$ cat src/sv/fasr_pkg.sv
// package for the fraction add/subtract/reduce block
// constants and the function and status enum types; no dependencies
package fasr_pkg;

  localparam int OperandWidthDefault = 16;
  localparam int NumOutBits = 33;
  localparam int DenOutBits = 32;
  localparam int QueueDepth = 2;

  typedef enum logic {
    FUNC_ADD = 1'b0,
    FUNC_SUB = 1'b1
  } func_t;

  typedef enum logic {
    STATUS_OK = 1'b0,
    STATUS_ZERO_DEN = 1'b1
  } status_t;

endpackage

$ cat src/sv/fasr_if.sv
// valid/ready channel interfaces for the fraction block
// depends on nothing; input widths set by parameter W, output widths fixed
interface fasr_in_if #(
  parameter int W = 16
);
  logic valid;
  logic ready;
  logic func;
  logic signed [W-1:0] a_num;
  logic [W-1:0] a_den;
  logic signed [W-1:0] b_num;
  logic [W-1:0] b_den;

  modport source(output valid, func, a_num, a_den, b_num, b_den, input ready);
  modport sink(input valid, func, a_num, a_den, b_num, b_den, output ready);
endinterface

interface fasr_out_if;
  logic valid;
  logic ready;
  logic signed [32:0] res_num;
  logic [31:0] res_den;
  logic status;

  modport source(output valid, res_num, res_den, status, input ready);
  modport sink(input valid, res_num, res_den, status, output ready);
endinterface

$ cat src/sv/fasr_front.sv
// front end: accepts items, flags zero denominators, forms cross products
// depends on fasr_pkg and fasr_if
module fasr_front #(
  parameter int W = fasr_pkg::OperandWidthDefault
) (
  input  logic clk,
  input  logic rst,
  fasr_in_if.sink in_ch,
  output logic q_push,
  input  logic q_full,
  output logic [2*W+1:0] q_num,
  output logic [2*W-1:0] q_den,
  output logic q_err
);
  import fasr_pkg::*;

  // two stages: register inputs, then multiply and sum
  logic s1_valid;
  logic s1_sub;
  logic s1_err;
  logic signed [W-1:0] an, bn;
  logic [W-1:0] ad, bd;
  logic s2_valid;
  logic s2_sub;
  logic s2_err;
  logic signed [2*W:0] p, q;
  logic [2*W-1:0] d;

  logic s2_go;
  logic s1_go;

  assign s2_go = !s2_valid || !q_full;
  assign s1_go = !s1_valid || s2_go;
  assign in_ch.ready = s1_go;

  always_ff @(posedge clk) begin
    if (rst) begin
      s1_valid <= 1'b0;
      s2_valid <= 1'b0;
    end else begin
      if (s1_go) s1_valid <= in_ch.valid;
      if (s2_go) s2_valid <= s1_valid;
    end
    if (s1_go && in_ch.valid) begin
      s1_sub <= in_ch.func;
      s1_err <= (in_ch.a_den == '0) || (in_ch.b_den == '0);
      an <= in_ch.a_num;
      ad <= in_ch.a_den;
      bn <= in_ch.b_num;
      bd <= in_ch.b_den;
    end
    if (s2_go && s1_valid) begin
      s2_sub <= s1_sub;
      s2_err <= s1_err;
      p <= (2*W+1)'($signed({{(W+1){an[W-1]}}, an}) * $signed({{(W+1){1'b0}}, bd}));
      q <= (2*W+1)'($signed({{(W+1){bn[W-1]}}, bn}) * $signed({{(W+1){1'b0}}, ad}));
      d <= ad * bd;
    end
  end

  logic signed [2*W+1:0] n;
  always_comb begin
    if (s2_sub == FUNC_SUB) n = {p[2*W], p} - {q[2*W], q};
    else n = {p[2*W], p} + {q[2*W], q};
  end

  assign q_push = s2_valid && !q_full;
  assign q_num = n;
  assign q_den = d;
  assign q_err = s2_err;
endmodule

$ cat src/sv/fasr_queue.sv
// small fifo between front and back ends
// depends on fasr_pkg
module fasr_queue #(
  parameter int DW = 8,
  parameter int DEPTH = fasr_pkg::QueueDepth
) (
  input  logic clk,
  input  logic rst,
  input  logic push,
  input  logic [DW-1:0] wdata,
  output logic full,
  input  logic pop,
  output logic [DW-1:0] rdata,
  output logic empty
);
  import fasr_pkg::*;
  localparam int AW = (DEPTH > 1) ? $clog2(DEPTH) : 1;

  logic [DW-1:0] mem [DEPTH];
  logic [AW-1:0] wp, rp;
  logic [AW:0] cnt;

  assign full = cnt == (AW+1)'(DEPTH);
  assign empty = cnt == '0;
  assign rdata = mem[rp];

  always_ff @(posedge clk) begin
    if (rst) begin
      wp <= '0;
      rp <= '0;
      cnt <= '0;
    end else begin
      if (push) wp <= (wp == AW'(DEPTH-1)) ? '0 : wp + 1'b1;
      if (pop) rp <= (rp == AW'(DEPTH-1)) ? '0 : rp + 1'b1;
      cnt <= cnt + (AW+1)'(push) - (AW+1)'(pop);
    end
    if (push) mem[wp] <= wdata;
  end
endmodule

$ cat src/sv/fasr_back.sv
// back end: binary gcd, two restoring divisions, result register
// depends on fasr_pkg and fasr_if
module fasr_back #(
  parameter int W = fasr_pkg::OperandWidthDefault
) (
  input  logic clk,
  input  logic rst,
  input  logic q_empty,
  output logic q_pop,
  input  logic [2*W+1:0] q_num,
  input  logic [2*W-1:0] q_den,
  input  logic q_err,
  fasr_out_if.source out_ch
);
  import fasr_pkg::*;

  localparam int MW = 2*W + 1;  // magnitude width
  localparam int CW = $clog2(MW + 1);

  typedef enum logic [2:0] {
    S_IDLE, S_GCD, S_SHIFT, S_DIVN, S_DIVD, S_OUT
  } state_t;

  state_t state;
  logic neg;
  logic [MW-1:0] mag, den, x, y, g;
  logic [CW-1:0] k;
  logic [CW-1:0] bitc;
  logic [MW-1:0] quo, rem;
  logic [MW-1:0] qn;
  logic [MW:0] trial;
  logic [MW-1:0] dividend;

  assign q_pop = (state == S_IDLE) && !q_empty;
  assign dividend = (state == S_DIVN) ? mag : den;
  assign trial = {rem, dividend[bitc]} - {1'b0, g};

  logic [MW-1:0] mag_in;
  assign mag_in = q_num[2*W+1] ? MW'(-q_num) : q_num[MW-1:0];

  always_ff @(posedge clk) begin
    if (rst) begin
      state <= S_IDLE;
      out_ch.valid <= 1'b0;
    end else begin
      case (state)
        S_IDLE: if (q_pop) begin
          neg <= q_num[2*W+1];
          mag <= mag_in;
          den <= MW'(q_den);
          x <= mag_in;
          y <= MW'(q_den);
          k <= '0;
          if (q_err || mag_in == '0) begin
            out_ch.res_num <= '0;
            out_ch.res_den <= 32'd1;
            out_ch.status <= q_err ? STATUS_ZERO_DEN : STATUS_OK;
            out_ch.valid <= 1'b1;
            state <= S_OUT;
          end else begin
            state <= S_GCD;
          end
        end
        S_GCD: begin
          // stein's algorithm, one step a cycle
          if (x == y) begin
            g <= x;
            state <= S_SHIFT;
          end else if (!x[0] && !y[0]) begin
            x <= x >> 1; y <= y >> 1; k <= k + 1'b1;
          end else if (!x[0]) begin
            x <= x >> 1;
          end else if (!y[0]) begin
            y <= y >> 1;
          end else if (x > y) begin
            x <= (x - y) >> 1;
          end else begin
            y <= (y - x) >> 1;
          end
        end
        S_SHIFT: begin
          g <= g << k;
          bitc <= CW'(MW-1);
          rem <= '0;
          state <= S_DIVN;
        end
        S_DIVN, S_DIVD: begin
          if (!trial[MW]) begin
            rem <= trial[MW-1:0];
            quo <= {quo[MW-2:0], 1'b1};
          end else begin
            rem <= {rem[MW-2:0], dividend[bitc]};
            quo <= {quo[MW-2:0], 1'b0};
          end
          if (bitc == '0) begin
            bitc <= CW'(MW-1);
            rem <= '0;
            if (state == S_DIVN) begin
              qn <= {quo[MW-2:0], !trial[MW]};
              state <= S_DIVD;
            end else begin
              out_ch.res_num <= neg ? NumOutBits'(-{1'b0, qn}) : NumOutBits'(qn);
              out_ch.res_den <= DenOutBits'({quo[MW-2:0], !trial[MW]});
              out_ch.status <= STATUS_OK;
              out_ch.valid <= 1'b1;
              state <= S_OUT;
            end
          end else begin
            bitc <= bitc - 1'b1;
          end
        end
        S_OUT: if (out_ch.ready) begin
          out_ch.valid <= 1'b0;
          state <= S_IDLE;
        end
        default: state <= S_IDLE;
      endcase
    end
  end
endmodule

$ cat src/sv/fraction_add_sub_reduce.sv
// fraction add/subtract with gcd reduction: two-stage front end forms
// n = a_num*b_den +/- b_num*a_den and d = a_den*b_den, a two-entry queue
// feeds a back end that runs a binary gcd and two restoring divisions
// on one item at a time, popping the next entry only when idle; a zero
// denominator or zero sum skips both and gives 0/1 (zero den flagged).
// synchronous active-high reset clears all valids and the queue.
module fraction_add_sub_reduce #(
  parameter int OPERAND_WIDTH = fasr_pkg::OperandWidthDefault
) (
  input logic clk,
  input logic rst,
  fasr_in_if.sink in_ch,
  fasr_out_if.source out_ch
);
  import fasr_pkg::*;

  localparam int W = OPERAND_WIDTH;
  localparam int QW = (2*W+2) + 2*W + 1;

  // front to queue
  logic f_push, q_full, q_empty, q_pop;
  logic [2*W+1:0] f_num;
  logic [2*W-1:0] f_den;
  logic f_err;
  logic [QW-1:0] q_rdata;

  fasr_front #(.W(W)) u_front (
    .clk, .rst, .in_ch,
    .q_push(f_push), .q_full,
    .q_num(f_num), .q_den(f_den), .q_err(f_err)
  );

  fasr_queue #(.DW(QW), .DEPTH(QueueDepth)) u_queue (
    .clk, .rst,
    .push(f_push), .wdata({f_num, f_den, f_err}), .full(q_full),
    .pop(q_pop), .rdata(q_rdata), .empty(q_empty)
  );

  // back end pops one entry and runs it to completion
  fasr_back #(.W(W)) u_back (
    .clk, .rst,
    .q_empty, .q_pop,
    .q_num(q_rdata[QW-1 -: 2*W+2]),
    .q_den(q_rdata[2*W:1]),
    .q_err(q_rdata[0]),
    .out_ch
  );
endmodule
$ cat src/flat_wrapper.sv
// flat-port wrapper written by rule: the top's interface ports become plain ports
module fraction_add_sub_reduce_flat import fasr_pkg::*;
#(
  parameter int OPERAND_WIDTH = fasr_pkg::OperandWidthDefault
)
  (clk, rst, in_ch_valid, in_ch_func, in_ch_a_num, in_ch_a_den, in_ch_b_num, in_ch_b_den, in_ch_ready, out_ch_valid, out_ch_res_num, out_ch_res_den, out_ch_status, out_ch_ready);
  fasr_in_if in_ch_i ();
  fasr_out_if out_ch_i ();
  input logic clk;
  input logic rst;
  input wire logic [$bits(in_ch_i.valid)-1:0] in_ch_valid;
  input wire logic [$bits(in_ch_i.func)-1:0] in_ch_func;
  input wire logic [$bits(in_ch_i.a_num)-1:0] in_ch_a_num;
  input wire logic [$bits(in_ch_i.a_den)-1:0] in_ch_a_den;
  input wire logic [$bits(in_ch_i.b_num)-1:0] in_ch_b_num;
  input wire logic [$bits(in_ch_i.b_den)-1:0] in_ch_b_den;
  output wire logic [$bits(in_ch_i.ready)-1:0] in_ch_ready;
  output wire logic [$bits(out_ch_i.valid)-1:0] out_ch_valid;
  output wire logic [$bits(out_ch_i.res_num)-1:0] out_ch_res_num;
  output wire logic [$bits(out_ch_i.res_den)-1:0] out_ch_res_den;
  output wire logic [$bits(out_ch_i.status)-1:0] out_ch_status;
  input wire logic [$bits(out_ch_i.ready)-1:0] out_ch_ready;
  assign in_ch_i.valid = in_ch_valid;
  assign in_ch_i.func = in_ch_func;
  assign in_ch_i.a_num = in_ch_a_num;
  assign in_ch_i.a_den = in_ch_a_den;
  assign in_ch_i.b_num = in_ch_b_num;
  assign in_ch_i.b_den = in_ch_b_den;
  assign in_ch_ready = in_ch_i.ready;
  assign out_ch_valid = out_ch_i.valid;
  assign out_ch_res_num = out_ch_i.res_num;
  assign out_ch_res_den = out_ch_i.res_den;
  assign out_ch_status = out_ch_i.status;
  assign out_ch_i.ready = out_ch_ready;
  fraction_add_sub_reduce #(.OPERAND_WIDTH(OPERAND_WIDTH)) u_core (.clk(clk), .rst(rst), .in_ch(in_ch_i), .out_ch(out_ch_i));
endmodule
$ cat config.mk
export PLATFORM = sky130hd
export DESIGN_NAME = fraction_add_sub_reduce_flat
export DESIGN_NICKNAME = d
export VERILOG_FILES = /design/src/sv/fasr_pkg.sv /design/src/sv/fasr_if.sv /design/src/sv/fasr_front.sv /design/src/sv/fasr_queue.sv /design/src/sv/fasr_back.sv /design/src/sv/fraction_add_sub_reduce.sv /design/src/flat_wrapper.sv
export SDC_FILE = /design/constraint.sdc
export NUM_CORES = 2
export LEC_CHECK = 0
export BUFFER_PORTS_ARGS = -buffer_cell sky130_fd_sc_hd__buf_4
export CELL_PAD_IN_SITES_DETAIL_PLACEMENT = 1
export CELL_PAD_IN_SITES_GLOBAL_PLACEMENT = 1
export CORE_ASPECT_RATIO = 1.4
export CORE_MARGIN = 8
export CORE_UTILIZATION = 40
export CTS_CLUSTER_DIAMETER = 100
export DETAILED_ROUTE_END_ITERATION = 10
export PLACE_DENSITY = 0.63
export RECOVER_POWER = 100
export SKIP_CTS_REPAIR_TIMING = 1
export SLEW_MARGIN = 20
export SYNTH_ARGS = -nofsm -noshare
export SYNTH_HDL_FRONTEND = slang
export SYNTH_SLANG_ARGS = --single-unit
$ cat constraint.sdc
create_clock -name clk -period 14.8 [get_ports clk]
set_input_delay 0.74 -clock clk [delete_from_list [all_inputs] [get_ports clk]]
set_output_delay 0.74 -clock clk [all_outputs]
set_load 0.05 [all_outputs]
After elaboration in Yosys (flattened, before gate mapping)
Memory sizes are Yosys's and may differ from the RTL's. A register that Yosys moved wholly into a read port is not among the register bits.
Cells that the tools add are included.
{"block": "word_totals", "mem_count": 1, "latchBits": 0, "regBits": 517, "elab_cells": 182, "input_bits": 69, "mem_bits_rw": 134, "romBits": 0, "out_inout_bits": 68}
{"block": "classes", "multipliers": 3, "shift": 1, "eq_ne": 19, "n_div": 0, "n_lt_le_gt_ge": 2, "reduce_logical": 41, "bitwise": 1, "n_mux": 67, "addsub": 13}
{"memory": "u_core.u_queue.mem", "depth": 2, "word_bits": 67, "read_ports": 1, "rd_clocked_by_memory_dff": 1, "wr": 1, "line_no": "fasr_queue.sv:19", "rtl": "logic [DW-1:0] mem [DEPTH];"}
{"operator": "33-bit 2-to-1 mux", "count": 22}
{"operator": "33-bit one-hot mux with 2 select lines", "count": 5}
{"operator": "32-bit 2-to-1 mux", "count": 4}
{"operator": "16-bit by 17-bit multiplier with 33-bit output", "count": 2}
{"operator": "33-bit negation", "count": 2}
{"operator": "33-bit subtractor", "count": 2}
{"operator": "32-bit one-hot mux with 2 select lines", "count": 1}
{"operator": "33-bit by 33-bit adder with 34-bit output", "count": 1}
{"operator": "34-bit 2-to-1 mux", "count": 1}
{"operator": "33-bit by 33-bit subtractor with 34-bit output", "count": 1}
{"operator": "34-bit by 33-bit subtractor with 34-bit output", "count": 1}
{"operator": "33-bit == test", "count": 1}
{"operator": "33-bit greater-than comparator", "count": 1}
{"operator": "33-bit zero test", "count": 1}
{"operator": "33-bit by 6-bit << shifter with 33-bit output", "count": 1}
{"operator": "16-bit zero test", "count": 2}
{"operator": "16-bit by 16-bit multiplier with 32-bit output", "count": 1}
{"operator": "6-bit 2-to-1 mux", "count": 4}
{"operator": "6-bit one-hot mux with 2 select lines", "count": 2}
{"operator": "6-bit AND reduction", "count": 4}
{"operator": "1-bit 2-to-1 mux", "count": 19}
{"operator": "3-bit 2-to-1 mux", "count": 5}
{"operator": "3-bit one-hot mux with 5 select lines", "count": 1}
{"operator": "2-bit inequality test (second input constant)", "count": 6}
{"operator": "other kinds (30)", "count": 57}

Logic depth before layout (Yosys ltp)
{"block": "depth", "ltp_word": 9, "depth_mapped": 24, "depth_no_buf": 23}

Cells and area by module
A second synthesis with hierarchy kept.
{"block": "unflattened", "hier_cells": 6153, "hier_area_um2": 61682.9}
{"mod": "fasr_front", "cells_per_inst": 3621, "seq_area_each_um2": 5024.8, "area_each_um2": 33848.7, "instances": 1}
{"mod": "fasr_back", "cells_per_inst": 2303, "seq_area_each_um2": 10289.9, "area_each_um2": 22670.5, "instances": 1}
{"mod": "fasr_queue", "cells_per_inst": 229, "seq_area_each_um2": 4124.0, "area_each_um2": 5163.7, "instances": 1}

Worst setup path before layout
OpenSTA, ideal clock, no wires.
{"block": "synth_timing", "path_kind": "reg2reg", "startpoint": "register (tool-made name)", "endpoint": "register u_core.u_back.out_ch.res_den[0] (enable)", "t_required_ns": 14.148, "setup_slack_ns": 3.750, "n_path_buf": 7, "period_less_slack_ns": 11.050, "setup_ns": 0.652, "path_stages_with_launch": 19, "arrival_ns": 10.398, "cell_sequence": "dfxtp_1 > buf_2 > buf_2 > buf_2 > buf_2 > buf_2 > buf_1 > buf_2 > mux2i_1 > ha_1 > a211oi_1 > a21oi_1 > or4_1 > or4_1 > nor4_2 > nand4_1 > nor2_1 > o21ai_1 > nor4_1"}
{"item": "end signal, assigned", "line_no": "fasr_back.sv:103", "rtl": "out_ch.res_den <= DenOutBits'({quo[MW-2:0], !trial[MW]});"}
{"item": "end, declared", "line_no": "fasr_if.sv:25", "rtl": "modport source(output valid, res_num, res_den, status, input ready);"}

==> reports/metrics.csv <==
metric;value;unit
status;finished with violations;
failing checks;capacitance limit, slew limit;
largest net degree at the start of global routing;67;
post-synthesis cell area;60400;sq um
WP data required;15120;ps
Final WS setup;5630;ps
CTS buffer count;74;
Slew headroom;-1.49;
Antenna Nets Post-Route;0;
WHS Path Cells;1;
CTS sink count;651;
skew final;56.2;ps
Synth warnings;0;
f_max;0.109;GHz
Post-DP Area;63500;sq um
Crit path top cell by count;clkbuf_1;
Rows;169;
synthesized flop and latch total;651;
CTS clk-pin slew, worst paths;60;ps
Post-route DRC;0;
critical path, cell by cell;clkbuf_1, clkbuf_1, nand3_1, and2_0, o41ai_1, xor2_1, nor4_1, nand4_1, nor2_1, o21ai_0, nor4_2, buf_4;
R2R depth;12;
Avg Inst Size Synth;10.2;sq um
cell count after synthesis;5937;
Worst VDD drop;0.000206;V
Hold WC Path Type;primary input to flop;
Top Family by Delay on Critical Path;buffers and inverters;
Top FF cell, synth;edfxtp_1;
R2R Path End;u_core.u_back.out_ch.res_num[3];
layout cell share with drive strength beyond 1;0.0464;
Finish-stage setup viols;0;
hpwl dp;138;mm
clk_lat worst skew;710;ps
FFs w/ async S/R, synth;0;
P per Cell Area;246;nW/um^2
Slowest-stage cell, CP;clkbuf_1;
type of destination of the critical path;flop;
GRT overflow;0;
die height;476;microns
Max clock buf depth;3;
critical path depth in cells;12;
vias in the first global route;48100;
CP max stage delay;2140;ps
starting density of the core;0.401;
first-pass GRT wire length;275;mm
hold path start;in_ch_b_num[12];
EDFF count, synth;640;
Setup CP Type;flop to flop;
crit path launch type;flop;
syn nets;7081;
CORE AREA;151000;sq um
Top Ports;137;
Fin. Hold Viols;0;
Routed WL;176;mm
Root Buffer;clkbuf_16;
CP arrival;9480;ps
synth-to-layout area growth;8.31;%
DRT iter0 DRCs;1781;
GP Congestion;0.921;
RSZ-0062 raised after global routing;no;
final-layout fill cell count;16700;
crit path buf inv count;3;
TritonCTS clock tree;yes;
GR Util All Layers;0.215;
Slew @ Worst Pin;3740;ps
Max FO, Critical Path;66;
Seq/Total Area, Yosys;0.322;
dpl ws;7360;ps
Net count, final;7100;
hold endpoint;u_core.u_front.bn[12];
Vias;42800;
post-layout instance area;65500;sq um
ANT cells;0;
number of max-cap violations;23;
DIE WIDTH;345;microns
post-layout util;0.434;
crit path time final;9170;ps
PortBufs;136;
period utilization;0.619;
die area;164000;sq um
Setup TNS;0;ps
static leakage;28.2;nW
Yosys cell types;92;
Routed WL per cell;22.0;microns
1st-pass router iterations;5;
initial antenna violation count;1;
H-tree depth;3;
vias per inst;5.36;
R2R setup slack;5630;ps
fin. max-slew vios;954;
synth_stat cells (all sizes together), types with 9 or more instances:
| cell type | instances | share of area |
|---|---|---|
| inv | 879 | 0.055 |
| edfxtp | 640 | 0.32 |
| fa | 586 | 0.19 |
| nand2 | 581 | 0.036 |
| ha | 489 | 0.10 |
| and2 | 396 | 0.041 |
| nor2 | 383 | 0.024 |
| a21oi | 268 | 0.022 |
| clkbuf | 229 | 0.014 |
| xnor2 | 191 | 0.028 |
| o21ai | 176 | 0.015 |
| xor2 | 104 | 0.015 |
| mux2i | 101 | 0.017 |
| nor3 | 66 | 0.0055 |
| nand2b | 59 | 0.0061 |
| a21o | 58 | 0.0072 |
| a221oi | 56 | 0.0081 |
| nand3 | 48 | 0.0040 |
| mux2 | 39 | 0.0073 |
| o21a | 38 | 0.0047 |
| buf | 36 | 0.0029 |
| nor2b | 36 | 0.0037 |
| o21bai | 36 | 0.0045 |
| a211oi | 33 | 0.0042 |
| nor4 | 32 | 0.0038 |
| mux4 | 30 | 0.011 |
| and3 | 27 | 0.0028 |
| o31ai | 24 | 0.0031 |
| a31oi | 23 | 0.0024 |
| nand4 | 21 | 0.0022 |
| o22ai | 19 | 0.0021 |
| o41ai | 19 | 0.0033 |
| or3 | 17 | 0.0019 |
| a22o | 16 | 0.0023 |
| o32ai | 13 | 0.0019 |
| or4 | 12 | 0.0016 |
| dfxtp | 11 | 0.0036 |
| o31a | 11 | 0.0016 |
| or2 | 11 | 0.0011 |
| a211o | 10 | 0.0014 |
| nand3b | 9 | 0.0011 |
| nor3b | 9 | 0.0011 |
layer usage:
layer | vias to the layer above | track usage | wire [microns]
met5 | - | 0 | 0
met4 | 0 | 0.0950 | 7960
met3 | 286 | 0.0215 | 4480
met2 | 640 | 0.422 | 97100
met1 | 22000 | 0.230 | 66200
li1 | 19800 | - | -
worst max-delay path by stage:
stage                         startpoint                              end  slack, ps
floorplan                           flop  u_core.u_back.out_ch.res_den[0]       3750
global placement    u_core.u_front.ad[3]             u_core.u_front.q[32]       7460
detailed placement  u_core.u_front.ad[3]             u_core.u_front.q[32]       7360
CTS                 u_core.u_front.ad[3]             u_core.u_front.q[32]       7350
global route                        flop  u_core.u_back.out_ch.res_den[0]       4850
finish                              flop  u_core.u_back.out_ch.res_num[3]       5630
state kept, by name (all words and copies together), names as in the netlist, 33 cells and up, named ones only:
signal                        count
u_core.u_back.out_ch.res_num     33
u_core.u_back.mag                33
u_core.u_front.q                 33
u_core.u_back.g                  33
u_core.u_queue.mem              134
u_core.u_back.x                  33
u_core.u_front.p                 33
u_core.u_back.rem                33
u_core.u_back.qn                 33
metrics by stage:
step | total power (W) | cells | hold slack, ps
6_report | 0.0161 | 7980 | 228
5_1_grt | 0.0177 | 7980 | 194
4_1_cts | 0.0163 | 7980 | 144
3_5_place_dp | 0.0143 | 7846 | 416
3_3_place_gp | 0.0141 | 7846 | 406
2_1_floorplan | 0.0112 | 5937 | 400
power by group:
| part | switching (W) | leakage, nW | total (W) | internal (W) |
|---|---|---|---|---|
| clock | 0.000843 | 1.18 | 0.00188 | 0.00103 |
| sequential | 0.000350 | 6.01 | 0.00341 | 0.00306 |
| combinational | 0.00648 | 21.0 | 0.0108 | 0.00432 |
| total | 0.00767 | 28.2 | 0.0161 | 0.00841 |
kinds of logic after synthesis:
family / count (synthesis) / share of synthesized area
flops: 651 / 0.322
simple gates: 1715 / 0.137
mux: 170 / 0.0352
fa+ha+maj: 1075 / 0.295
buf+inv: 1146 / 0.0718
compound gates: 885 / 0.0962
xor+xnor: 295 / 0.0427
cell usage in the layout, fill, tap and decap left out, types with 129 or more instances in the layout:
cell type,synthesis,routed
clkbuf_1,229,129
and2_1,396,351
a21oi_1,268,266
ha_1,489,489
nand2_1,581,580
xnor2_1,191,191
fa_1,586,586
inv_1,877,877
edfxtp_1,640,640
o21ai_0,173,174
nor2_1,383,381
worst reg2reg max path, cell delays in order, from the launching register on:
cell      delay (ps)
dfxtp_1         1020
clkbuf_1        1540
clkbuf_1        2150
nand3_1          420
and2_0           380
o41ai_1          400
xor2_1           290
nor4_1           480
nand4_1          210
nor2_1           500
o21ai_0          330
nor4_2           310
buf_4            680
layout make-up:
cell class | instances | area, sq um | share of cell area
multi-input cells | 4140 | 36700 | 0.560
flip-flops and latches | 651 | 19400 | 0.297
inverters | 881 | 3310 | 0.0505
well taps | 1966 | 2460 | 0.0376
clock buffers | 87 | 1900 | 0.0290
repair buffers | 208 | 1130 | 0.0172
clock inverters | 47 | 554 | 0.00847
(Power assumes the default switching activity.)
